## src/hlc_pkg.sv

```systemverilog
// Shared segment classes for the homogeneous line clipper.
package hlc_pkg;

    typedef logic [1:0] seg_kind_t;

    localparam seg_kind_t KIND_ACCEPT = 2'd0;
    localparam seg_kind_t KIND_REJECT = 2'd1;
    localparam seg_kind_t KIND_CLIP   = 2'd2;

    localparam int N_PLANES = 6;
    localparam int N_COORDS = 8;
    localparam int OC_WIDTH = 6;

    // handshake between two internal stages
    typedef struct packed {
        logic valid;
    } hs_t;

endpackage

```

## src/hlc_queue.sv

```systemverilog
// Two-entry queue between front and back stages.
module hlc_queue #(
    parameter int DATA_WIDTH = 8
) (
    input  logic                  aclk,
    input  logic                  aresetn,
    input  hlc_pkg::hs_t          push_hs_i,
    output logic                  push_ready,
    input  logic [DATA_WIDTH-1:0] push_data,
    output logic                  pop_valid,
    input  logic                  pop_ready,
    output logic [DATA_WIDTH-1:0] pop_data
);
    localparam int DEPTH = 2;

    logic [DATA_WIDTH-1:0] mem_reg [DEPTH];
    logic                  wptr_reg, rptr_reg;
    logic [1:0]            count_reg;
    logic                  do_push, do_pop;

    assign push_ready = (count_reg != 2'(DEPTH));
    assign pop_valid  = (count_reg != 2'd0);
    assign pop_data   = mem_reg[rptr_reg];
    assign do_push    = push_hs_i.valid && push_ready;
    assign do_pop     = pop_valid && pop_ready;

    always_ff @(posedge aclk) begin
        if (!aresetn) begin
            wptr_reg  <= 1'b0;
            rptr_reg  <= 1'b0;
            count_reg <= 2'd0;
        end else begin
            if (do_push) wptr_reg <= ~wptr_reg;
            if (do_pop)  rptr_reg <= ~rptr_reg;
            count_reg <= count_reg + 2'(do_push) - 2'(do_pop);
        end
    end

    always_ff @(posedge aclk) begin
        if (do_push) begin
            mem_reg[wptr_reg] <= push_data;
        end
    end
endmodule

```

## config.mk

```make
export PLATFORM = sky130hd
export DESIGN_NAME = hlc_queue
export DESIGN_NICKNAME = d
export VERILOG_FILES = /design/src/hlc_pkg.sv /design/src/hlc_queue.sv
export SDC_FILE = /design/constraint.sdc
export NUM_CORES = 1
export LEC_CHECK = 0
export BUFFER_PORTS_ARGS = -buffer_cell sky130_fd_sc_hd__clkbuf_2
export CAP_MARGIN = 10
export CORE_UTILIZATION = 40
export DETAILED_ROUTE_END_ITERATION = 7
export PLACE_DENSITY = 0.62
export SETUP_SLACK_MARGIN = 0.05
export SLEW_MARGIN = 20
export SYNTH_ARGS = -nofsm -noshare
export SYNTH_HDL_FRONTEND = slang
export SYNTH_SLANG_ARGS = --single-unit
```

## constraint.sdc

```tcl
create_clock -name aclk -period 1.7 [get_ports aclk]
set_input_delay 0.17 -clock aclk [delete_from_list [all_inputs] [get_ports aclk]]
set_output_delay 0.17 -clock aclk [all_outputs]
set_load 0.02 [all_outputs]
```

Word-level counts from Yosys, hierarchy flattened
Memory sizes are Yosys's and may differ from the RTL's. A register that Yosys moved wholly into a read port is not among the register bits. Cells that the tools add are included. W data, S select, Z words.

Logic and storage cells: 16. Register bits after elaboration: 4. Bits in latches: 0. RAM bits: 16. Bits of input ports: 12. Memories kept: 1. Bits in read-only memories: 0. Output and inout port bits: 10.

$add $sub $neg: 2. Bitwise operators: 2. Reductions and logical operators: 3. Divide/modulo/power cells: 0. Multipliers: 0. Eq/ne operators: 1. $lt $le $gt $ge: 0. Shift operators: 0. Mux-type cells: 4.

Memory list: mem_reg (words 2, bits a word 8, rd ports 1, clocked after memory_dff 1, write ports 1, line hlc_queue.sv:16) `logic [DATA_WIDTH-1:0] mem_reg [DEPTH];`.

Operators with widths (count): $mux W1 (4); $add A2 B1 Y2 (1); $logic_and A1 B1 Y1 (2); $ne A2 B2 Y1 const B (1); $not A1 Y1 (2); $reduce_bool A2 Y1 (1); $sub A2 B1 Y2 (1).

Longest topological paths before layout
Depth in word-level cells: 4. Mapped depth: 8. Mapped depth without buffers: 8.

Worst setup path after synthesis
No wires, ideal clock.

Path kind: register to register. Start: register count_reg[0]. End: register count_reg[1]. Arrival time: 1594 ps. Required time: 1585 ps. Stages on the path, launching flop included: 9. Library setup time: 115 ps. Clock period less this slack: 1709 ps. Path slack: -9 ps. Path buffers: 0. Cell sequence: dfxtp_1 nand2b_1 nand2_1 ha_1 inv_1 ha_1 xnor2_1 xnor2_1 and2_1.

Word-level cells in the longest chain between the ends: 4. Elaborated cells on any way between the ends: 6. Those cells by class: add/sub (2); eq/ne (1); reduce/logical (3).

RTL lines: start: declaration (line hlc_queue.sv:18) `logic [1:0] count_reg;`; start signal: assignment (line hlc_queue.sv:35) `count_reg <= count_reg + 2'(do_push) - 2'(do_pop);`; $ne A2 B2 Y1 (line hlc_queue.sv:21) `assign push_ready = (count_reg != 2'(DEPTH));`; named net push_ready (line hlc_queue.sv:8) `output logic push_ready,`; $logic_and A1 B1 Y1 (line hlc_queue.sv:24) `assign do_push = push_hs_i.valid && push_ready;`; $add A2 B1 Y2 (line hlc_queue.sv:35); $sub A2 B1 Y2 (line hlc_queue.sv:35).

The timed path passes the listed nets, and every way through them passes these cells. A chain may end at the register's enable or synchronous reset.

Worst setup path in the final report
Start: register count_reg[1]. End: register count_reg[1].

Elaborated cells on any way between the ends: 6. Those cells by class: add/sub (2); eq/ne (1); reduce/logical (3).

RTL lines: $reduce_bool A2 Y1 (line hlc_queue.sv:22) `assign pop_valid = (count_reg != 2'd0);`; $logic_and A1 B1 Y1 (line hlc_queue.sv:25) `assign do_pop = pop_valid && pop_ready;`; named net do_pop (line hlc_queue.sv:19) `logic do_push, do_pop;`; $sub A2 B1 Y2 (line hlc_queue.sv:35).

The timed path passes the listed nets, and every way through them passes these cells.

==> summary.txt <==
STATUS
--------------------------------------------------------------------------------
Run status                                                          complete, no violations

YOSYS
--------------------------------------------------------------------------------
Cell type with the highest aggregate area in the netlist            sky130_fd_sc_hd__edfxtp_1
Post-Syn Area per Cell                                                16.5 sq um
Net count after synthesis                                                     63
Warnings from Yosys                                                            0
Synthesis-stage register bit count                                            21
Cells taking the most area after synthesis                          sky130_fd_sc_hd__edfxtp_1, sky130_fd_sc_hd__dfxtp_1, sky130_fd_sc_hd__mux2_2, sky130_fd_sc_hd__xnor2_1, sky130_fd_sc_hd__ha_1
Post-synth design cell area                                            811 sq um
Proportion of netlist area held by the largest area contributor            59.3%
Sequential share of the synthesized area                                   71.6%
Distinct cell type count after synthesis                                      16
Cell count after synthesis                                                    49

CLOCKING
--------------------------------------------------------------------------------
TritonCTS clock tree                                                       built
CTS HTree Levels                                                               1
Clock Latency Late Sink                                                  0.29 ns
Root buffer cell                                                    sky130_fd_sc_hd__clkbuf_4
Worst-path clk slew                                                      0.11 ns
CTS Sinks                                                                     21
Maximum buffer depth of the clock tree                                         2
Total of hold buffers inserted after clock tree synthesis                      0
CTS buffer count                                                               3

PLACE
--------------------------------------------------------------------------------
Placed wire-length estimate                                               793 um
Cells after DPL                                                               96
GP Congestion                                                              0.627
Quantity of I/O buffers inserted on ports                                     21

STA
--------------------------------------------------------------------------------
Post-layout minimum cycle time                                           1.58 ns
Final hold violation count                                                     0
Headroom to the max-slew limit                                             73.6%
Fraction of the cycle the final worst path needs                           92.8%
Setup Viol. Count Final                                                        0
Worst Tran Pin Value                                                    0.396 ns
F_max                                                                    634 MHz
Largest clock skew in the final design                                0.00793 ns
Unrepaired setup endpoints after global routing                               no
Number of pins with negative max-slew slack in the final report                0
Sum Neg Setup Slack                                                         0 ns

DIE
--------------------------------------------------------------------------------
Number of cell rows                                                           15
Area of the core                                                      1820 sq um
Count of boundary I/O pins                                                    22
Starting Density                                                           44.5%
Die outline height                                                       47.0 um
Die area                                                              2210 sq um
Die Width                                                                47.0 um

POWER AND IR DROP
--------------------------------------------------------------------------------
Internal Power                                                           1.01 mW
Sw Share                                                                   30.8%
Reported leakage power                                                  0.410 nW
Power dissipated by switching net loads                                   452 uW
Combinational fraction of design power                                     35.3%
Clock network fraction of total power                                      15.4%
Sequential fraction of design power                                        49.3%
Pwr/cell area                                                       1440 nW/um^2
Maximum vdd ir drop                                                       754 uV

DETAILED ROUTING
--------------------------------------------------------------------------------
Detailed Route Iter0 Violations                                                7
Post-DR vias/cell                                                           4.60
Total Routed Length                                                      1070 um
1st-pass router iterations                                                     2
Residual DRC count                                                             0
Wire per inst                                                            10.6 um
Total number of vias                                                         465
Post-detailed-route count of antenna-violating nets                            0

GLOBAL ROUTING
--------------------------------------------------------------------------------
First-pass GRT wire length                                               1660 um
Global route total overflow                                                    0
Pin count of the biggest net entering global routing                          12
Overall track demand over capacity in global routing                       11.7%
Number of antenna violations at the first check in global routing              0
Vias in the first global route                                               428

CELLS AND AREA
--------------------------------------------------------------------------------
Final layout net count                                                        91
Layout overhead on the synthesized area                                    25.3%
Ant diodes                                                                     0
Fraction of final layout cells with drive strength greater than 1          56.6%
Max reg flops                                                                 16
Non-filler cells in the finished layout                                      101

SETUP PATH
--------------------------------------------------------------------------------
Type of the setup path with the least slack                         register to register
Worst path arrival time                                                  1.77 ns
Required time at the endpoint of the critical path                       1.89 ns
Setup slack, reg-to-reg                                                  0.12 ns
Worst setup EP type                                                     register
Worst-path fanout max                                                          4
Critical Path Source Type                                               register

MIN PATH
--------------------------------------------------------------------------------
Type of the worst min-delay path                                    input port to register

FLOW RUN
--------------------------------------------------------------------------------
Max-cap violations                                                             0

## cell families (layout without fill, tap and decap cells)
| logic type | Yosys count | in the layout | share of synthesized area (%) |
|---|---|---|---|
| compound gates | 1 | 1 | 1.08 |
| mux | 9 | 9 | 12.3 |
| fa+ha+maj | 2 | 2 | 3.09 |
| simple gates | 11 | 11 | 7.56 |
| flops | 21 | 21 | 71.6 |
| buf+inv | 2 | 29 | 1.08 |
| xor+xnor | 3 | 3 | 3.24 |
## metal layers
metal  track usage [%]  vias to the layer above  routed length [um]
li1                  -                      229                   -
met1              12.4                      216                 448
met2              19.7                       16                 545
met3              4.62                        4                  47
met4              6.86                        0                  27
met5                 0                        -                   0
## cells in the final DEF, fill, tap and decap left out, drive strengths merged, types with 2 or more instances in the layout
cell / synthesis / layout
dfxtp: 5 / 5
edfxtp: 16 / 16
nand2b: 2 / 2
mux2: 8 / 8
nor2b: 2 / 2
clkbuf: 0 / 25
xnor2: 3 / 3
nand2: 2 / 2
ha: 2 / 2
and2: 2 / 2
buf: 1 / 3
## synthesized netlist by cell type
library cell               instances
sky130_fd_sc_hd__and3_1            1
sky130_fd_sc_hd__xnor2_1           3
sky130_fd_sc_hd__inv_1             1
sky130_fd_sc_hd__buf_2             1
sky130_fd_sc_hd__or2_2             1
sky130_fd_sc_hd__mux2i_1           1
sky130_fd_sc_hd__o21a_2            1
sky130_fd_sc_hd__dfxtp_1           5
sky130_fd_sc_hd__nand2_1           2
sky130_fd_sc_hd__nor2b_1           2
sky130_fd_sc_hd__edfxtp_1         16
sky130_fd_sc_hd__mux2_2            8
sky130_fd_sc_hd__ha_1              2
sky130_fd_sc_hd__nand2b_1          2
sky130_fd_sc_hd__nor2_1            1
sky130_fd_sc_hd__and2_1            2
## through the flow
step	cell area (sq um)	power (mW)	hold WS, ns	utilization (%)	setup WS [ns]
global route	1020	1.56	0.0407	55.8	0.0678
floorplan	813	1.07	0.269	-	0.0842
finish	1020	1.47	0.0537	55.8	0.122
global placement	960	1.20	0.359	52.7	0.103
CTS	987	1.44	0.0394	54.2	0.0764
detailed placement	960	1.21	0.363	52.7	0.0687
## final cells by class
cell class | instances | area (sq um)
inverters | 1 | 3.75
flip-flops and latches | 21 | 586
multi-input cells | 26 | 241
fillers | 169 | 805
well taps | 25 | 31.3
clock buffers | 4 | 26.3
repair buffers | 24 | 128
## path summary, 6_finish.rpt
path | cells past startpoint | end | start
worst min-delay path | 1 | mem_reg[0][7] | push_data[7]
worst max-delay path | 7 | count_reg[1] | count_reg[1]
worst max register to register | 7 | count_reg[1] | count_reg[1]
worst min register to register | 2 | wptr_reg | wptr_reg
## power by group through the flow
stage                     logic (mW)  clock network [mW]  registers (mW)
after floorplan                0.371                   0           0.694
after global placement         0.473                   0           0.725
after detailed placement       0.478                   0           0.728
after CTS                      0.481               0.238           0.719
after global routing           0.574               0.250           0.741
final                          0.518               0.225           0.724
## worst max-delay path, cell delays in order (launching register included)
cell and delay, ns:
sky130_fd_sc_hd__dfxtp_4 0.37, sky130_fd_sc_hd__o21a_2 0.22, sky130_fd_sc_hd__ha_1 0.27, sky130_fd_sc_hd__inv_1 0.04, sky130_fd_sc_hd__ha_2 0.17, sky130_fd_sc_hd__xnor2_2 0.13, sky130_fd_sc_hd__xnor2_1 0.12, sky130_fd_sc_hd__and2_1 0.15
## timing repair
item,in CTS,in global routing
gates resized for setup,1,6
buffers inserted,0,1
gates cloned,0,0
setup endpoints to repair,1,1
(Power assumes the default switching activity.)
