--- src/hlc_pkg.sv ---
// Shared segment classes for the homogeneous line clipper.
package hlc_pkg;

    typedef logic [1:0] seg_kind_t;

    localparam seg_kind_t KIND_ACCEPT = 2'd0;
    localparam seg_kind_t KIND_REJECT = 2'd1;
    localparam seg_kind_t KIND_CLIP   = 2'd2;

    localparam int N_PLANES = 6;
    localparam int N_COORDS = 8;
    localparam int OC_WIDTH = 6;

    // handshake between two internal stages
    typedef struct packed {
        logic valid;
    } hs_t;

endpackage

--- src/hlc_front.sv ---
// Front stage: registers a segment, classifies it and forms the plane terms.
module hlc_front #(
    parameter int COORD_WIDTH = 32,
    parameter int DATA_WIDTH  = 8 * 32 + 12 * 34 + 2
) (
    input  logic                          aclk,
    input  logic                          aresetn,
    input  logic                          in_valid,
    output logic                          in_ready,
    input  logic [hlc_pkg::N_COORDS*COORD_WIDTH-1:0] in_coords,
    input  logic [hlc_pkg::OC_WIDTH-1:0]  in_start_oc,
    input  logic [hlc_pkg::OC_WIDTH-1:0]  in_end_oc,
    output hlc_pkg::hs_t                  push_hs_o,
    input  logic                          push_ready,
    output logic [DATA_WIDTH-1:0]         push_data
);
    localparam int W  = COORD_WIDTH;
    localparam int NW = COORD_WIDTH + 2;
    localparam int CB = hlc_pkg::N_COORDS * W;

    logic                  valid_reg;
    logic [DATA_WIDTH-1:0] data_reg;
    logic [DATA_WIDTH-1:0] data_next;
    hlc_pkg::seg_kind_t    kind;

    function automatic logic signed [NW-1:0] sx(input logic [W-1:0] v);
        sx = $signed({{2{v[W-1]}}, v});
    endfunction

    always_comb begin
        logic signed [NW-1:0] sa, sw, da, dw;
        if ((in_start_oc | in_end_oc) == '0) begin
            kind = hlc_pkg::KIND_ACCEPT;
        end else if ((in_start_oc & in_end_oc) != '0) begin
            kind = hlc_pkg::KIND_REJECT;
        end else begin
            kind = hlc_pkg::KIND_CLIP;
        end
        data_next = '0;
        data_next[CB-1:0] = in_coords;
        dw = sx(in_coords[7*W +: W]) - sx(in_coords[3*W +: W]);
        sw = sx(in_coords[3*W +: W]);
        for (int ax = 0; ax < 3; ax++) begin
            sa = sx(in_coords[ax*W +: W]);
            da = sx(in_coords[(4+ax)*W +: W]) - sa;
            data_next[CB + (2*ax)*NW +: NW]       = -sa - sw;
            data_next[CB + (2*ax+1)*NW +: NW]     = sa - sw;
            data_next[CB + (6+2*ax)*NW +: NW]     = da + dw;
            data_next[CB + (6+2*ax+1)*NW +: NW]   = dw - da;
        end
        data_next[DATA_WIDTH-1 -: 2] = kind;
    end

    assign in_ready        = !valid_reg || push_ready;
    assign push_hs_o.valid = valid_reg;
    assign push_data       = data_reg;

    always_ff @(posedge aclk) begin
        if (!aresetn) begin
            valid_reg <= 1'b0;
        end else if (in_valid && in_ready) begin
            valid_reg <= 1'b1;
        end else if (push_ready) begin
            valid_reg <= 1'b0;
        end
    end

    always_ff @(posedge aclk) begin
        if (in_valid && in_ready) begin
            data_reg <= data_next;
        end
    end
endmodule

--- config.mk ---
export PLATFORM = sky130hd
export DESIGN_NAME = hlc_front
export DESIGN_NICKNAME = d
export VERILOG_FILES = /design/src/hlc_pkg.sv /design/src/hlc_front.sv
export SDC_FILE = /design/constraint.sdc
export NUM_CORES = 1
export LEC_CHECK = 0
export BUFFER_PORTS_ARGS = -buffer_cell sky130_fd_sc_hd__buf_4
export CORE_AREA = 10 10 356 358
export CTS_CLUSTER_SIZE = 8
export DETAILED_ROUTE_END_ITERATION = 10
export DIE_AREA = 0 0 366 368
export PLACE_DENSITY = 0.67
export SYNTH_ARGS = -nofsm -noshare
export SYNTH_HDL_FRONTEND = slang
export SYNTH_SLANG_ARGS = --single-unit
--- constraint.sdc ---
create_clock -name aclk -period 25.2 [get_ports aclk]
set_input_delay 3.78 -clock aclk [delete_from_list [all_inputs] [get_ports aclk]]
set_output_delay 3.78 -clock aclk [all_outputs]
set_load 0.005 [all_outputs]
* Yosys cells after proc, flatten, opt, wreduce, memory -nomap -nowiden *
Index checks and enable logic that the tools add are counted.

word-level totals
  flip-flop bits (word level) = 667
  output and inout port bits = 668
  word-level logic and storage cells = 33

cells by class
  $add $sub $neg = 19
  mux-type cells = 3
  bitwise gates (word level) = 2
  reductions and logical operators = 6

operators by type and width
  operator             count
  $sub A32 B32 Y33     7
  $add A33 B33 Y34     3
  $neg A32 Y34         3
  $sub A33 B33 Y34     3
  $sub A34 B32 Y34     3
  $and A6 B6 Y6        1
  $logic_not A6 Y1     1
  $or A6 B6 Y6         1
  $reduce_bool A6 Y1   1
  $mux W1              2
  $mux W2              1
  $reduce_bool A2 Y1   1
  $logic_and A1 B1 Y1  1
  $logic_not A1 Y1     1
  $logic_or A1 B1 Y1   1

* Longest topological paths before layout *
  word-level depth = 4
  gate-level depth with buffers = 25
  depth with buffers taken out = 24

* Worst setup path before layout *
Ideal clock, no wire load.

  path kind = in2reg
  start point = in push_ready
  end point = reg data_reg[0] (netlist: push_data[0]) (enable)
  setup time = 1.111 ns
  arrival time = 18.755 ns
  required time = 24.089 ns
  setup slack = 5.333 ns
  stages on the path = 2
  path buffers = 0
  cell sequence = nand2b_1 and2_1

between the ends
  longest elaborated chain between the ends = 2

RTL lines
  what                  line             text
  from (decl)           hlc_front.sv:14  input logic push_ready,
  $logic_or A1 B1 Y1    hlc_front.sv:54  assign in_ready = !valid_reg || push_ready;
  $logic_and A1 B1 Y1   hlc_front.sv:69  if (in_valid && in_ready) begin
  to (signal assigned)  hlc_front.sv:70  data_reg <= data_next;
  to (decl)             hlc_front.sv:22  logic [DATA_WIDTH-1:0] data_reg;

No other way between the ends.
A chain may end at the register's enable or synchronous reset.

* Worst setup path after layout *
  start point = in in_coords[96] (netlist name)
  end point = reg data_reg[663] (netlist: push_data[663]), data pin

between the ends
  longest elaborated chain between the ends = 2

RTL lines
  what                line             text
  from (decl)         hlc_front.sv:10  input logic [hlc_pkg::N_COORDS*COORD_WIDTH-1:0] in_coords,
  $sub A32 B32 Y33    hlc_front.sv:41  dw = sx(in_coords[7*W +: W]) - sx(in_coords[3*W +: W]);
  $sub A33 B33 Y34    hlc_front.sv:49  data_next[CB + (6+2*ax+1)*NW +: NW] = dw - da;
  net data_next[663]  hlc_front.sv:23  logic [DATA_WIDTH-1:0] data_next;

The timed path passes the listed nets, and every way through them passes these cells.

==> report_table.html <==
<table>
<tr><th>Metric</th><th>Value</th></tr>
<tr><th colspan="2">Run status</th></tr>
<tr><td>Result of the run</td><td>finished, final reports clean</td></tr>
<tr><th colspan="2">Layout</th></tr>
<tr><td>Share of layout cells above drive strength 1</td><td>a little over a fifth</td></tr>
<tr><td>P&amp;R area growth vs syn</td><td>24.3%</td></tr>
<tr><td>Fin nets</td><td>6420</td></tr>
<tr><th colspan="2">Critical path</th></tr>
<tr><td>Cell with the largest stage delay on the worst path</td><td>sky130_fd_sc_hd__xnor2_1</td></tr>
<tr><td>CP startpoint kind</td><td>input pin</td></tr>
<tr><td>Critical path arrival</td><td>9.35 ns</td></tr>
<tr><td>Worst-path maximum fanout</td><td>9</td></tr>
<tr><td>Worst Setup Path Type</td><td>in2reg</td></tr>
<tr><td>Cell family with the largest share of critical-path delay</td><td>compound AO/OA/AOI/OAI gates</td></tr>
<tr><td>Number of buffers and inverters on the critical path</td><td>2</td></tr>
<tr><td>Crit-path cells</td><td>buf_4 &gt; ha_1 &gt; fa_1 &gt; nor2b_1 &gt; o21ba_1 &gt; o21a_1 &gt; o21a_1 &gt; o2111ai_2 &gt; a31oi_1 &gt; nor2_1 &gt; o21bai_1 &gt; a21oi_1 &gt; xnor2_1 &gt; ha_1 &gt; inv_1 &gt; a21oi_1 &gt; o21bai_1 &gt; a21o_1 &gt; nor3_1 &gt; a21oi_2 &gt; a31oi_2 &gt; o31ai_2 &gt; a2111oi_0 &gt; mux2_1</td></tr>
<tr><td>Largest incremental delay on the critical path</td><td>roughly 0.67 ns</td></tr>
<tr><td>Critical path required time</td><td>~26 ns</td></tr>
<tr><td>Kind of end point of the critical path</td><td>flop</td></tr>
<tr><th colspan="2">Floorplanning</th></tr>
<tr><td>Initial core utilization</td><td>about two fifths</td></tr>
<tr><td>Core Footprint</td><td>~120000 µm²</td></tr>
<tr><td>Standard-cell rows</td><td>approximately 130</td></tr>
<tr><td>Chip Height</td><td>roughly 370 µm</td></tr>
<tr><td>Width of the chip</td><td>366 µm</td></tr>
<tr><td>Number of top-level pins</td><td>940</td></tr>
<tr><td>Area of the die</td><td>between 100000 and 150000 µm²</td></tr>
<tr><th colspan="2">STA</th></tr>
<tr><td>Hold slack</td><td>0.568 ns</td></tr>
<tr><td>Setup TNS Final</td><td>0 ns</td></tr>
<tr><td>Achievable frequency</td><td>between 100 and 150 MHz</td></tr>
<tr><td>Clock tree skew after final layout</td><td>around 0.024 ns</td></tr>
<tr><td>Final hold violation count</td><td>0</td></tr>
<tr><td>Clock period minus final worst setup slack</td><td>a little under 9 ns</td></tr>
<tr><td>Number of pins with negative max-slew slack in the final report</td><td>0</td></tr>
<tr><td>Slew @ Worst Pin</td><td>between 1 and 1.5 ns</td></tr>
<tr><td>Final worst slack</td><td>between 15 and 20 ns</td></tr>
<tr><td>Setup violators final</td><td>0</td></tr>
<tr><td>Final worst path period share</td><td>around 35%</td></tr>
<tr><td>Setup repair after global routing missed its margin</td><td>false</td></tr>
<tr><td>Slew margin rel.</td><td>about a quarter</td></tr>
<tr><th colspan="2">Logic synthesis</th></tr>
<tr><td>Post-synthesis share of cell area spent on and, or, nand and nor gates</td><td>9.66%</td></tr>
<tr><td>Number of different library cells in the post-synthesis netlist</td><td>between 100 and 150</td></tr>
<tr><td>Syn Area/Cell</td><td>~10 µm²</td></tr>
<tr><td>Combinational family with the most area after synthesis</td><td>compound AO/OA/AOI/OAI gates</td></tr>
<tr><td>Area share of fa/ha/maj cells after synthesis</td><td>16.9%</td></tr>
<tr><td>Multiplexer fraction of the synthesized cell area</td><td>less than 1%</td></tr>
<tr><td>Fraction of registers with async set/reset</td><td>0%</td></tr>
<tr><td>Commonest register cell after synthesis</td><td>sky130_fd_sc_hd__edfxtp_1</td></tr>
<tr><td>Number of enable-type register cells in the synthesized netlist</td><td>approximately 660</td></tr>
<tr><td>Ys Warns</td><td>0</td></tr>
<tr><td>Number of standard cells after synthesis</td><td>4549</td></tr>
<tr><td>Cell area after synthesis</td><td>~47000 µm²</td></tr>
<tr><td>Post-synthesis sequential element count</td><td>between 600 and 700</td></tr>
<tr><td>Synth Area in Compound Gates</td><td>between 10% and 20%</td></tr>
<tr><td>XOR/XNOR Fraction of Synth Area</td><td>8.89%</td></tr>
<tr><td>Sequential share of the synthesized area</td><td>about two fifths</td></tr>
<tr><td>Post-synthesis net count</td><td>approximately 5500</td></tr>
<tr><th colspan="2">CTS</th></tr>
<tr><td>Htree depth</td><td>3</td></tr>
<tr><td>Cts-stage hold buffer count</td><td>0</td></tr>
<tr><td>Number of clock buffers inserted by TritonCTS</td><td>95</td></tr>
<tr><td>Sink Count</td><td>~660</td></tr>
<tr><td>Resize count post-CTS</td><td>0</td></tr>
<tr><td>Maximum clock insertion buffer count</td><td>3</td></tr>
<tr><td>Clock slew seen by the registers of the worst setup and hold paths</td><td>approximately 0.05 ns</td></tr>
<tr><td>Clock tree from TritonCTS</td><td>built</td></tr>
<tr><td>Number of setup buffers added after CTS</td><td>0</td></tr>
<tr><td>Cell at the root of the clock tree</td><td>sky130_fd_sc_hd__clkbuf_16</td></tr>
<tr><td>Clk_lat worst skew</td><td>around 0.73 ns</td></tr>
<tr><th colspan="2">Pwr</th></tr>
<tr><td>Static leakage</td><td>approximately 26 nW</td></tr>
<tr><td>PD cells</td><td>~88 nW/µm²</td></tr>
<tr><td>Max rail drop VDD</td><td>between 0.00005 and 0.00006 V</td></tr>
<tr><th colspan="2">Routing</th></tr>
<tr><td>DRC Markers</td><td>0</td></tr>
<tr><td>Wire length after detailed routing</td><td>approximately 190000 µm</td></tr>
<tr><td>Detail-routed via count per cell</td><td>around 5.5</td></tr>
<tr><td>Total number of vias</td><td>slightly below 40000</td></tr>
<tr><td>Number of detailed-route iterations in the first pass</td><td>5</td></tr>
<tr><td>Drt first-iter violations</td><td>3194</td></tr>
<tr><td>Antenna viol nets, final</td><td>0</td></tr>
<tr><td>Average wire per standard cell</td><td>~27 µm</td></tr>
<tr><th colspan="2">Global route</th></tr>
<tr><td>Pin count of the biggest net entering global routing</td><td>around 130</td></tr>
<tr><td>Global-route wire length before repair</td><td>around 270000 µm</td></tr>
<tr><td>Vias in the first global route</td><td>just under 40000</td></tr>
<tr><td>Number of antenna violations at the first check in global routing</td><td>14</td></tr>
<tr><td>Total global routing track utilization</td><td>between 20% and 30%</td></tr>
<tr><td>Global route overflow</td><td>0</td></tr>
<tr><th colspan="2">Placement</th></tr>
<tr><td>Post-DP HPWL</td><td>about 160000 µm</td></tr>
<tr><td>Buffers on Ports</td><td>approximately 940</td></tr>
<tr><td>Pre-CTS setup slack</td><td>between 15 and 20 ns</td></tr>
<tr><td>Gp weighted congestion</td><td>roughly 0.94</td></tr>
<tr><th colspan="2">Min path</th></tr>
<tr><td>Classification of the worst-slack hold path</td><td>reg2reg</td></tr>
<tr><th colspan="2">Flow run</th></tr>
<tr><td>Max cap viols</td><td>0</td></tr>
</table>
[flip-flops by register name, indices dropped and copies added (netlist names)]
| name | count |
|---|---|
| push_data | 657 |
| push_hs_o | 1 |
[cells by family after synthesis]
family,count (synthesis)
flip-flops,658
AND/OR/NAND/NOR,938
XOR/XNOR,481
buffers and inverters,540
multiplexers,3
AO/OA/AOI/OAI,1299
adder cells (fa/ha/maj),630
[cell usage after synthesis (all sizes together) (32+ instances only)]
library cell | count | area (µm²)
a21o | 188 | 1410
clkbuf | 64 | 241
edfxtp | 657 | 19700
xor2 | 112 | 981
o21ai | 193 | 973
nand3 | 65 | 325
o21a | 53 | 398
nand2 | 165 | 619
o211ai | 32 | 245
nor3 | 73 | 375
and3 | 34 | 213
a31oi | 52 | 344
o31ai | 41 | 352
nand2b | 75 | 469
o21bai | 106 | 796
nor2b | 65 | 407
a21oi | 430 | 2210
nand4 | 40 | 250
buf | 36 | 203
inv | 437 | 1640
nor2 | 316 | 1190
ha | 614 | 7680
xnor2 | 369 | 3230
[layer usage]
layer / GRT usage (%) / vias up / wire length, µm
li1: - / 18400 / -
met1: 35.3 / 19300 / 82400
met2: 44.1 / 1485 / 88300
met3: 6.40 / 274 / 14600
met4: 9.58 / 6 / 6920
met5: 0 / - / 38
[worst register-to-register path: cells and delay by family, from the launching register on]
family | cells | cell delay (ns)
DFF | 1 | 0.31
buffers and inverters | 4 | 3.21
and+or+nand+nor | 2 | 0.68
[power by group]
group / total [W] / internal, W / switching [W]
clock network: 0.00118 / 0.000681 / 0.000500
logic: 0.00239 / 0.000959 / 0.00143
registers: 0.00163 / 0.00155 / 0.0000795
[placed cells by master (no fill, tap or decap), types with 22 or more instances in the layout]
master and n:
sky130_fd_sc_hd__inv_1 425, sky130_fd_sc_hd__o21ai_1 46, sky130_fd_sc_hd__nand2b_1 75, sky130_fd_sc_hd__a21oi_1 415, sky130_fd_sc_hd__a31oi_1 49, sky130_fd_sc_hd__and3_1 34, sky130_fd_sc_hd__a21o_1 188, sky130_fd_sc_hd__buf_4 971
sky130_fd_sc_hd__nand4_1 40, sky130_fd_sc_hd__nor2b_1 65, sky130_fd_sc_hd__o31ai_1 34, sky130_fd_sc_hd__xnor2_1 369, sky130_fd_sc_hd__xor2_1 112, sky130_fd_sc_hd__nand3_1 65, sky130_fd_sc_hd__edfxtp_1 657, sky130_fd_sc_hd__o21bai_1 106
sky130_fd_sc_hd__nor2_1 316, sky130_fd_sc_hd__o21a_1 53, sky130_fd_sc_hd__o211ai_1 31, sky130_fd_sc_hd__nand2_1 165, sky130_fd_sc_hd__clkbuf_16 95, sky130_fd_sc_hd__ha_1 614, sky130_fd_sc_hd__nor4_1 30, sky130_fd_sc_hd__o21ai_0 145
sky130_fd_sc_hd__or3_1 22, sky130_fd_sc_hd__nor3_1 71
[through the flow]
step / total power, W / utilization [%] / std cells / area (µm²)
3_5_place_dp: 0.00402 / 47.2 / 7033 / 56300
2_1_floorplan: 0.00303 / - / 4549 / 47400
4_1_cts: 0.00522 / 49.4 / 7152 / 58900
3_3_place_gp: 0.00401 / 47.2 / 7033 / 56300
5_1_grt: 0.00547 / 49.4 / 7153 / 58900
6_report: 0.00520 / 49.4 / 7156 / 58900
[worst paths after layout]
check	slack, ns	cells after the start	start	to
max	16.29	24	in_coords[96]	push_data[663]$_DFFE_PP_
min	0.57	2	push_hs_o$_SDFFE_PN0P_	push_hs_o$_SDFFE_PN0P_
max reg2reg	20.59	6	push_hs_o$_SDFFE_PN0P_	push_data[512]$_DFFE_PP_
min reg2reg	0.57	2	push_hs_o$_SDFFE_PN0P_	push_hs_o$_SDFFE_PN0P_
[layout make-up]
cell class	instances	area (µm²)
antenna	4	10.0
multi-input combinational	3351	25600
clock inverter	16	206
fill	10900	60400
inverter	440	1650
tap	1612	2020
timing repair buffer	972	7310
sequential	658	19700
clock buffer	103	2410
(Power assumes the default switching activity.)
