--- config.mk ---
export PLATFORM = sky130hd
export DESIGN_NAME = hlc_back
export DESIGN_NICKNAME = d
export VERILOG_FILES = /design/src/hlc_pkg.sv /design/src/hlc_back.sv
export SDC_FILE = /design/constraint.sdc
export NUM_CORES = 2
export LEC_CHECK = 0
export ABC_AREA = 1
export BUFFER_PORTS_ARGS = -buffer_cell sky130_fd_sc_hd__buf_2
export CORE_MARGIN = 10
export CORE_UTILIZATION = 40
export DETAILED_ROUTE_END_ITERATION = 7
export SYNTH_ARGS = -nofsm -noshare
export SYNTH_HDL_FRONTEND = slang
export SYNTH_SLANG_ARGS = --single-unit
--- constraint.sdc ---
create_clock -name aclk -period 21.9 [get_ports aclk]
set_clock_uncertainty 0.05 [all_clocks]
set_input_delay 3.285 -clock aclk [delete_from_list [all_inputs] [get_ports aclk]]
set_output_delay 3.285 -clock aclk [all_outputs]
set_load 0.05 [all_outputs]
--- src/hlc_pkg.sv ---
// Shared segment classes for the homogeneous line clipper.
package hlc_pkg;

    typedef logic [1:0] seg_kind_t;

    localparam seg_kind_t KIND_ACCEPT = 2'd0;
    localparam seg_kind_t KIND_REJECT = 2'd1;
    localparam seg_kind_t KIND_CLIP   = 2'd2;

    localparam int N_PLANES = 6;
    localparam int N_COORDS = 8;
    localparam int OC_WIDTH = 6;

    // handshake between two internal stages
    typedef struct packed {
        logic valid;
    } hs_t;

endpackage

--- src/hlc_back.sv ---
// Back stage: plane-by-plane parametric clip, interpolation and result register.
module hlc_back #(
    parameter int COORD_WIDTH = 32,
    parameter int T_FRAC_BITS = 16,
    parameter int DATA_WIDTH  = 8 * 32 + 12 * 34 + 2
) (
    input  logic                    aclk,
    input  logic                    aresetn,
    input  logic                    in_valid,
    output logic                    in_ready,
    input  logic [DATA_WIDTH-1:0]   in_data,
    output logic                    m_valid,
    input  logic                    m_ready,
    output logic                    m_visible,
    output logic                    m_unclipped,
    output logic [T_FRAC_BITS:0]    m_enter_t,
    output logic [T_FRAC_BITS:0]    m_exit_t,
    output logic [hlc_pkg::N_COORDS*COORD_WIDTH-1:0] m_coords
);
    localparam int W   = COORD_WIDTH;
    localparam int F   = T_FRAC_BITS;
    localparam int NW  = COORD_WIDTH + 2;
    localparam int TW  = T_FRAC_BITS + 3;
    localparam int TU  = T_FRAC_BITS + 1;
    localparam int PW  = COORD_WIDTH + 1 + TU;
    localparam int CB  = hlc_pkg::N_COORDS * W;
    localparam int CW  = $clog2(T_FRAC_BITS + 1);
    localparam logic [TU-1:0] T_ONE = TU'(1) << F;
    localparam logic [PW-1:0] HALF  = PW'(1) << (F - 1);

    localparam logic [2:0] ST_IDLE  = 3'd0;
    localparam logic [2:0] ST_SETUP = 3'd1;
    localparam logic [2:0] ST_DIV   = 3'd2;
    localparam logic [2:0] ST_UPD   = 3'd3;
    localparam logic [2:0] ST_LERP  = 3'd4;
    localparam logic [2:0] ST_DONE  = 3'd5;

    logic [2:0]              state_reg;
    logic [2:0]              plane_reg;
    logic [CW-1:0]           step_reg;
    logic [3:0]              lcnt_reg;
    logic signed [NW-1:0]    den_sh [hlc_pkg::N_PLANES];
    logic signed [NW-1:0]    num_sh [hlc_pkg::N_PLANES];
    logic [W-1:0]            s_sh [4];
    logic [W-1:0]            e_sh [4];
    logic [W-1:0]            res_sh [hlc_pkg::N_COORDS];
    logic [NW:0]             rem_reg;
    logic [NW-1:0]           dvs_reg;
    logic [TU-1:0]           q_reg;
    logic                    neg_reg, sat_reg;
    logic signed [TW-1:0]    tin_reg, tout_reg;
    logic [PW-1:0]           prod_reg;
    logic [W-1:0]            a_reg;
    logic                    dneg_reg;
    logic                    res_vis_reg, res_uncl_reg;
    logic [TU-1:0]           res_tin_reg, res_tout_reg;
    logic                    m_valid_reg, m_visible_reg, m_unclipped_reg;
    logic [TU-1:0]           m_enter_reg, m_exit_reg;
    logic [CB-1:0]           m_coords_reg;

    // plane terms at the head of the shift line
    logic [NW-1:0]           n_mag, d_mag;
    logic [NW:0]             rs;
    logic                    ge;
    logic signed [TW-1:0]    t_plane;
    logic [TU-1:0]           tin_c, tout_c;
    logic signed [W:0]       dl;
    logic [W:0]              dl_mag;
    logic [PW-1:0]           lmag;
    logic                    out_free;

    assign in_ready = (state_reg == ST_IDLE);
    assign out_free = !m_valid_reg || m_ready;

    always_comb begin
        logic [TW-1:0] mag;
        n_mag = num_sh[0][NW-1] ? NW'(-num_sh[0]) : NW'(num_sh[0]);
        d_mag = den_sh[0][NW-1] ? NW'(-den_sh[0]) : NW'(den_sh[0]);
        rs    = (step_reg == '0) ? rem_reg : {rem_reg[NW-1:0], 1'b0};
        ge    = (rs >= {1'b0, dvs_reg});
        mag   = sat_reg ? (TW'(1) << (F + 1)) : TW'(q_reg);
        t_plane = neg_reg ? $signed(-mag - TW'(rem_reg != '0 && !sat_reg)) : $signed(mag);
        tin_c  = tin_reg[TW-1] ? '0 : tin_reg[TU-1:0];
        tout_c = (tout_reg > $signed(TW'(T_ONE))) ? T_ONE : tout_reg[TU-1:0];
        dl     = $signed({e_sh[0][W-1], e_sh[0]}) - $signed({s_sh[0][W-1], s_sh[0]});
        dl_mag = dl[W] ? (W+1)'(-dl) : (W+1)'(dl);
        lmag   = (prod_reg + HALF) >> F;
    end

    always_ff @(posedge aclk) begin
        if (!aresetn) begin
            state_reg   <= ST_IDLE;
            m_valid_reg <= 1'b0;
        end else begin
            if (state_reg == ST_DONE && out_free) begin
                m_valid_reg <= 1'b1;
            end else if (m_ready) begin
                m_valid_reg <= 1'b0;
            end
            case (state_reg)
                ST_IDLE: begin
                    if (in_valid) begin
                        case (in_data[DATA_WIDTH-1 -: 2])
                            hlc_pkg::KIND_ACCEPT: state_reg <= ST_DONE;
                            hlc_pkg::KIND_CLIP:   state_reg <= ST_SETUP;
                            default:              state_reg <= ST_DONE;
                        endcase
                    end
                end
                ST_SETUP: begin
                    if (den_sh[0] == '0) begin
                        if (!num_sh[0][NW-1] && num_sh[0] != '0) begin
                            state_reg <= ST_DONE;
                        end else if (plane_reg == 3'(hlc_pkg::N_PLANES - 1)) begin
                            state_reg <= ST_LERP;
                        end else begin
                            state_reg <= ST_SETUP;
                        end
                    end else if ({1'b0, n_mag} >= {d_mag, 1'b0}) begin
                        state_reg <= ST_UPD;
                    end else begin
                        state_reg <= ST_DIV;
                    end
                end
                ST_DIV: begin
                    if (step_reg == CW'(F)) state_reg <= ST_UPD;
                end
                ST_UPD: begin
                    if (den_sh[0] != '0 &&
                        ((!den_sh[0][NW-1] && t_plane > tout_reg) ||
                         (den_sh[0][NW-1] && t_plane < tin_reg))) begin
                        state_reg <= ST_DONE;
                    end else if (plane_reg == 3'(hlc_pkg::N_PLANES - 1)) begin
                        state_reg <= ST_LERP;
                    end else begin
                        state_reg <= ST_SETUP;
                    end
                end
                ST_LERP: begin
                    if (lcnt_reg == 4'd8) state_reg <= ST_DONE;
                end
                ST_DONE: begin
                    if (out_free) begin
                        state_reg <= ST_IDLE;
                    end
                end
                default: state_reg <= ST_IDLE;
            endcase
        end
    end

    always_ff @(posedge aclk) begin
        case (state_reg)
            ST_IDLE: begin
                for (int k = 0; k < hlc_pkg::N_PLANES; k++) begin
                    num_sh[k] <= $signed(in_data[CB + k*NW +: NW]);
                    den_sh[k] <= $signed(in_data[CB + (6+k)*NW +: NW]);
                end
                for (int k = 0; k < 4; k++) begin
                    s_sh[k] <= in_data[k*W +: W];
                    e_sh[k] <= in_data[(4+k)*W +: W];
                end
                plane_reg <= '0;
                tin_reg   <= '0;
                tout_reg  <= $signed(TW'(T_ONE));
                res_tin_reg <= '0;
                if (in_data[DATA_WIDTH-1 -: 2] == hlc_pkg::KIND_ACCEPT) begin
                    res_vis_reg  <= 1'b1;
                    res_uncl_reg <= 1'b1;
                    res_tout_reg <= T_ONE;
                    for (int k = 0; k < hlc_pkg::N_COORDS; k++) begin
                        res_sh[k] <= in_data[k*W +: W];
                    end
                end else begin
                    res_vis_reg  <= 1'b0;
                    res_uncl_reg <= 1'b0;
                    res_tout_reg <= '0;
                    for (int k = 0; k < hlc_pkg::N_COORDS; k++) res_sh[k] <= '0;
                end
            end
            ST_SETUP: begin
                rem_reg  <= {1'b0, n_mag};
                dvs_reg  <= d_mag;
                q_reg    <= '0;
                step_reg <= '0;
                neg_reg  <= num_sh[0][NW-1] ^ den_sh[0][NW-1];
                sat_reg  <= ({1'b0, n_mag} >= {d_mag, 1'b0});
                lcnt_reg <= '0;
                // parallel plane that keeps the segment: advance to the next plane
                if (den_sh[0] == '0 && (num_sh[0][NW-1] || num_sh[0] == '0)) begin
                    for (int k = 0; k < hlc_pkg::N_PLANES - 1; k++) begin
                        den_sh[k] <= den_sh[k+1];
                        num_sh[k] <= num_sh[k+1];
                    end
                    plane_reg <= plane_reg + 3'd1;
                end
            end
            ST_DIV: begin
                rem_reg  <= ge ? (rs - {1'b0, dvs_reg}) : rs;
                q_reg    <= {q_reg[TU-2:0], ge};
                step_reg <= step_reg + CW'(1);
            end
            ST_UPD: begin
                lcnt_reg <= '0;
                if (den_sh[0] != '0) begin
                    if (!den_sh[0][NW-1]) begin
                        if (t_plane > tin_reg) tin_reg <= t_plane;
                    end else begin
                        if (t_plane < tout_reg) tout_reg <= t_plane;
                    end
                    for (int k = 0; k < hlc_pkg::N_PLANES - 1; k++) begin
                        den_sh[k] <= den_sh[k+1];
                        num_sh[k] <= num_sh[k+1];
                    end
                    plane_reg <= plane_reg + 3'd1;
                end
            end
            ST_LERP: begin
                if (lcnt_reg < 4'd8) begin
                    prod_reg <= PW'(dl_mag) * PW'(lcnt_reg < 4'd4 ? tin_c : tout_c);
                    a_reg    <= s_sh[0];
                    dneg_reg <= dl[W];
                    for (int k = 0; k < 3; k++) begin
                        s_sh[k] <= s_sh[k+1];
                        e_sh[k] <= e_sh[k+1];
                    end
                    s_sh[3] <= s_sh[0];
                    e_sh[3] <= e_sh[0];
                end
                if (lcnt_reg != 4'd0) begin
                    for (int k = 0; k < hlc_pkg::N_COORDS - 1; k++) res_sh[k] <= res_sh[k+1];
                    res_sh[7] <= dneg_reg ? (a_reg - lmag[W-1:0]) : (a_reg + lmag[W-1:0]);
                end
                lcnt_reg     <= lcnt_reg + 4'd1;
                res_vis_reg  <= 1'b1;
                res_uncl_reg <= 1'b0;
                res_tin_reg  <= tin_c;
                res_tout_reg <= tout_c;
            end
            default: begin
            end
        endcase
        if (state_reg == ST_DONE && out_free) begin
            m_visible_reg   <= res_vis_reg;
            m_unclipped_reg <= res_uncl_reg;
            m_enter_reg     <= res_tin_reg;
            m_exit_reg      <= res_tout_reg;
            for (int k = 0; k < hlc_pkg::N_COORDS; k++) m_coords_reg[k*W +: W] <= res_sh[k];
        end
    end

    assign m_valid     = m_valid_reg;
    assign m_visible   = m_visible_reg;
    assign m_unclipped = m_unclipped_reg;
    assign m_enter_t   = m_enter_reg;
    assign m_exit_t    = m_exit_reg;
    assign m_coords    = m_coords_reg;

`ifndef SYNTH
    a_uncl_vis: assert property (@(posedge aclk) disable iff (!aresetn)
        m_valid_reg && m_unclipped_reg |-> m_visible_reg)
        else $error("unclipped result not marked visible");
    a_rej_zero: assert property (@(posedge aclk) disable iff (!aresetn)
        m_valid_reg && !m_visible_reg |-> m_enter_reg == '0 && m_exit_reg == '0)
        else $error("rejected result carries parameters");
    a_t_order: assert property (@(posedge aclk) disable iff (!aresetn)
        m_valid_reg && m_visible_reg |-> m_enter_reg <= m_exit_reg && m_exit_reg <= T_ONE)
        else $error("enter parameter beyond exit parameter");
`endif
endmodule

# --- After elaboration in Yosys (flattened, before gate mapping) ---
# Memory sizes are Yosys's and may differ from the RTL's. A register that Yosys moved wholly into a read port is not among the register bits.
# Index checks and enable logic that the tools add are counted.
classes:
  bitwise: 45
  mux: 108
  eq_ne: 19
  mul: 1
  n_addsub: 13
  n_lt_le_gt_ge: 9
  n_reduce_logical: 35
ops:
  columns: ["operator", "count"]
  rows:
  - ["$mux W32", 25]
  - ["$mux W34", 22]
  - ["$mux W19", 7]
  - ["$pmux W17 S2", 3]
  - ["$pmux W19 S2", 2]
  - ["$mux W35", 2]
  - ["$pmux W35 S2", 1]
  - ["$logic_not A34 Y1", 2]
  - ["$mux W17", 4]
  - ["$neg A34 Y34", 2]
  - ["$reduce_bool A34 Y1", 2]
  - ["$add A48 B16 Y48 const B", 1]
  - ["$mul A33 B17 Y48", 1]
  - ["$or A1 B1 Y1", 44]
  - ["$gt A19 B19 Y1", 2]
  - ["$lt A19 B19 Y1", 2]
  - ["$ge A34 B35 Y1", 1]
  - ["$ge A35 B34 Y1", 1]
  - ["$reduce_bool A35 Y1", 1]
  - ["$sub A35 B34 Y35", 1]
  - ["$mux W3", 11]
  - ["$mux W33", 1]
  - ["$neg A33 Y33", 1]
  - ["$sub A32 B32 Y33", 1]
  - ["38 further kinds", 90]
word_totals:
  inputBits: 670
  reg_bits: 551
  output_inout_bits: 294
  mem_count: 5
  mem_bits_rw: 920
  word_cells: 259
mem_list:
  columns: ["memory", "words", "width", "rd", "rd_clocked_by_memory_dff", "wr", "line_no", "source"]
  rows:
  - ["res_sh", 8, 32, 8, 1, 8, "hlc_back.sv:46", "logic [W-1:0] res_sh [hlc_pkg::N_COORDS];"]
  - ["den_sh", 6, 34, 6, 0, 6, "hlc_back.sv:42", "logic signed [NW-1:0] den_sh [hlc_pkg::N_PLANES];"]
  - ["num_sh", 6, 34, 6, 0, 6, "hlc_back.sv:43", "logic signed [NW-1:0] num_sh [hlc_pkg::N_PLANES];"]
  - ["e_sh", 4, 32, 4, 0, 4, "hlc_back.sv:45", "logic [W-1:0] e_sh [4];"]
  - ["s_sh", 4, 32, 4, 0, 4, "hlc_back.sv:44", "logic [W-1:0] s_sh [4];"]

# --- Longest topological paths before layout ---
depth:
  word_depth: 10
  depth_mapped: 49
  mapped_depth_nobuf: 47

# --- Worst setup path after synthesis ---
# No wires, ideal clock.
synth_timing:
  path_type: "input to register"
  start: "in m_ready"
  end: "reg m_coords_reg[0], in the netlist m_coords[0], read port of res_sh, enable pin"
  t_required_ps: 20900
  path_slack_ps: 5542
  arrival_ps: 15358
  cell_stages: 2
  setup_time_ps: 950
  path_buffers: 0
  path_cell_list: "nor2_1 -> nor2_1"
synth_via:
  elab_chain_cells: 2
synth_lines:
  columns: ["item", "line_no", "source"]
  rows:
  - ["from (decl)", "hlc_back.sv:13", "input logic m_ready,"]
  - ["$logic_or A1 B1 Y1", "hlc_back.sv:73", "assign out_free = !m_valid_reg || m_ready;"]
  - ["$logic_and A1 B1 Y1", "hlc_back.sv:243", "if (state_reg == ST_DONE && out_free) begin"]
  - ["to (decl)", "hlc_back.sv:59", "logic [CB-1:0] m_coords_reg;"]
# No other way between the ends.
# A chain may end at the register's enable or synchronous reset.

==> flow_summary.ini <==
[run_status]
violations = max-capacitance violations, max-slew violations
outcome = complete, but fails checks

[die]
std_cell_rows = 171
fp.dieW_um = 488
die_area_um2 = 238000
core_area_um2 = 217000
start_util_pct = 40.2
io_pins = 964
die_h_um = 488

[grt]
grt_pass1_vias = 68213
gr-usage-all-layers_pct = 25.1
use_met1_pct = 33.4
globalRouteMet3Util_pct = 5.47
grt_pass1_wl_mm = 450
grt_max_degree = 217
antenna_found_initial = 98
overflow = 0
gr-usage-met2_pct = 41.0
grt_busiest_layer = met2

[route]
antenna_left = 0
drc = 0
drt_iter0_drc = 6885
first_pass_iters = 6
num_vias = 68972
wire_per_inst_um = 23.3
routed_wl_mm = 309
viasPerCell = 5.20

[timing]
hold_viol = 0
timing.fmax_ghz = 0.0971
slew_viol_final = 2
slew_headroom_pct = -3.18
rsz0062_at_grt = no
final.period_utilization_pct = 47.0
max_slew.worst_pin.slew_ps = 1530
period_minus_slack_ps = 10300
setup_viol = 0
tns_ps = 0

[hold_path]
hp-class = reg2reg

[clocking]
clockBufferDepth = 3
clk_latency_ps = 840
cts_tree = built
clock-sinks = 1456
cts_htree_levels = 4
cts_resized = 0
hold_buffers = 0
numCtsBuffers = 161
cts-root-buf = clkbuf_16
clk_pin_slew_worst_paths_ps = 60
post-cts-setup-buffer-count = 0

[run]
drv_cap = 1

[final_layout]
drive_gt1_share_pct = 14.3
area_delta_synth_final_pct = 15.2
finalNetCount = 11679

[synth]
yosysWarnings = 0
synth_seq_cells = 1456
syn_area_per_cell_um2 = 9.35
syn-cell-area_um2 = 87400
yosys.cell_types.count = 61
dominantRegCellSynth = edfxtp_1
synth_cells = 9353
syn-num-nets = 10795
async_flop_share_pct = 0
synth_edf_count = 1420
ys_seq_area_share_pct = 49.6

[critical_path]
cpMostUsedCell = nand2_1
path_class = reg2reg
endpoint_kind = register
cp-start-kind = register
cp_data_arrival_time_ps = 10810
cpMaxStageDelayCell = inv_2
crit_path_max_fanout = 37
critical_path.max_stage_delay_ps = 760
cp.required_ps = 22410
ff2ff_setup_slack_ps = 11600

[placed_design]
io_buffers = 963
dpl.hpwl_mm = 245
place_congestion = 0.986
==> worst paths after layout <==
kind,start,to,cells past startpoint
max reg2reg,s_sh[0][0],prod_reg[45],43
min,res_sh[5][23],m_coords[183],0
max,s_sh[0][0],prod_reg[45],43
min reg2reg,res_sh[5][23],m_coords[183],0
==> critical path: cells and delay by family, from the launching register on <==
kind            cells  cell delay [ps]
simple gates       24             3340
buf+inv             8             1590
flops               1              430
fa+ha+maj           9             4120
compound gates      2              490
==> cells by family (layout without fill, tap and decap cells) <==
logic type / count (synthesis) / count (layout) / synth area share, %
AOI/OAI and AO/OA: 1088 / 1088 / 6.53
xor gates and xnor gates: 223 / 223 / 2.27
adders and majority gates: 772 / 772 / 15.0
buffers and inverters: 1767 / 2782 / 7.81
DFF: 1456 / 1456 / 49.6
other: 0 / 30 / 0
and+or+nand+nor: 4047 / 4047 / 18.8
==> Yosys cell counts, types with 4 or more instances <==
cell	count	area, um^2
nand2_1	2858	10700
edfxtp_1	1420	42600
inv_1	1407	5280
o21ai_0	685	3430
nor2_1	619	2320
fa_1	464	9290
ha_1	308	3850
a21oi_1	280	1400
clkbuf_1	209	785
nand3_1	209	1050
xor2_1	133	1160
buf_2	86	430
xnor2_1	86	753
nor3_1	82	410
nand4_1	74	463
nand2_2	68	425
nor4_1	48	300
dfxtp_1	36	721
inv_2	31	116
or2_2	23	144
o21ai_1	21	105
a31oi_1	16	100
o21a_1	16	120
nor2_2	15	93.8
o211ai_1	15	113
nand3_2	12	120
a21o_1	11	82.6
buf_1	11	41.3
nand3b_1	10	75.1
clkinv_1	9	33.8
nor2_4	8	90.1
o221ai_1	7	61.3
o31ai_1	7	52.6
o21bai_1	6	45.0
and2_1	5	31.3
buf_4	5	37.5
a21boi_0	4	30.0
nand2_4	4	45.0
xor2_2	4	65.1
==> layer usage <==
layer	routed length [um]	up-vias	share of wire, %
li1	-	31898	-
met1	129000	33704	42
met2	144000	2808	47
met3	25300	500	8.2
met4	10300	62	3.3
met5	394	-	0.13
==> placed cells by master (no fill, tap or decap), types with 31 or more instances in the layout <==
master / instances
o21ai_0: 676
buf_2: 963
ha_1: 308
inv_1: 1404
edfxtp_1: 1420
nor3_1: 81
xnor2_1: 86
nor4_1: 48
nor2_1: 612
fa_1: 464
buf_4: 69
xor2_1: 133
dfxtp_1: 36
nand2_2: 68
clkinv_1: 34
a21oi_1: 280
nand3_1: 209
clkbuf_1: 37
nand4_1: 74
inv_2: 31
nand2_1: 2854
clkbuf_16: 162
==> area by class of cell <==
| cell class | count | area, um^2 |
|---|---|---|
| antenna | 30 | 75.1 |
| clock buffer | 209 | 4330 |
| clock inverter | 85 | 1010 |
| fill | 20958 | 117000 |
| inverter | 1450 | 5460 |
| multi-input combinational | 6130 | 37400 |
| sequential | 1456 | 43400 |
| tap | 2854 | 3570 |
| timing repair buffer | 1038 | 5460 |
==> stage by stage <==
step / cell area, um^2 / hold WS, ps / util [%] / std cells / setup slack [ps]
6_report: 101000 / 368 / 46.3 / 13252 / 11600
5_1_grt: 101000 / 377 / 46.3 / 13238 / 10900
4_1_cts: 101000 / 364 / 46.3 / 13222 / 11630
3_5_place_dp: 95300 / 355 / 43.8 / 12928 / 11670
3_3_place_gp: 95300 / 354 / 43.8 / 12928 / 11760
2_1_floorplan: 87400 / 350 / - / 9353 / 5540
Power is not shown: default switching activity piles up to over one toggle a cycle in this logic, so the estimate is an artifact.
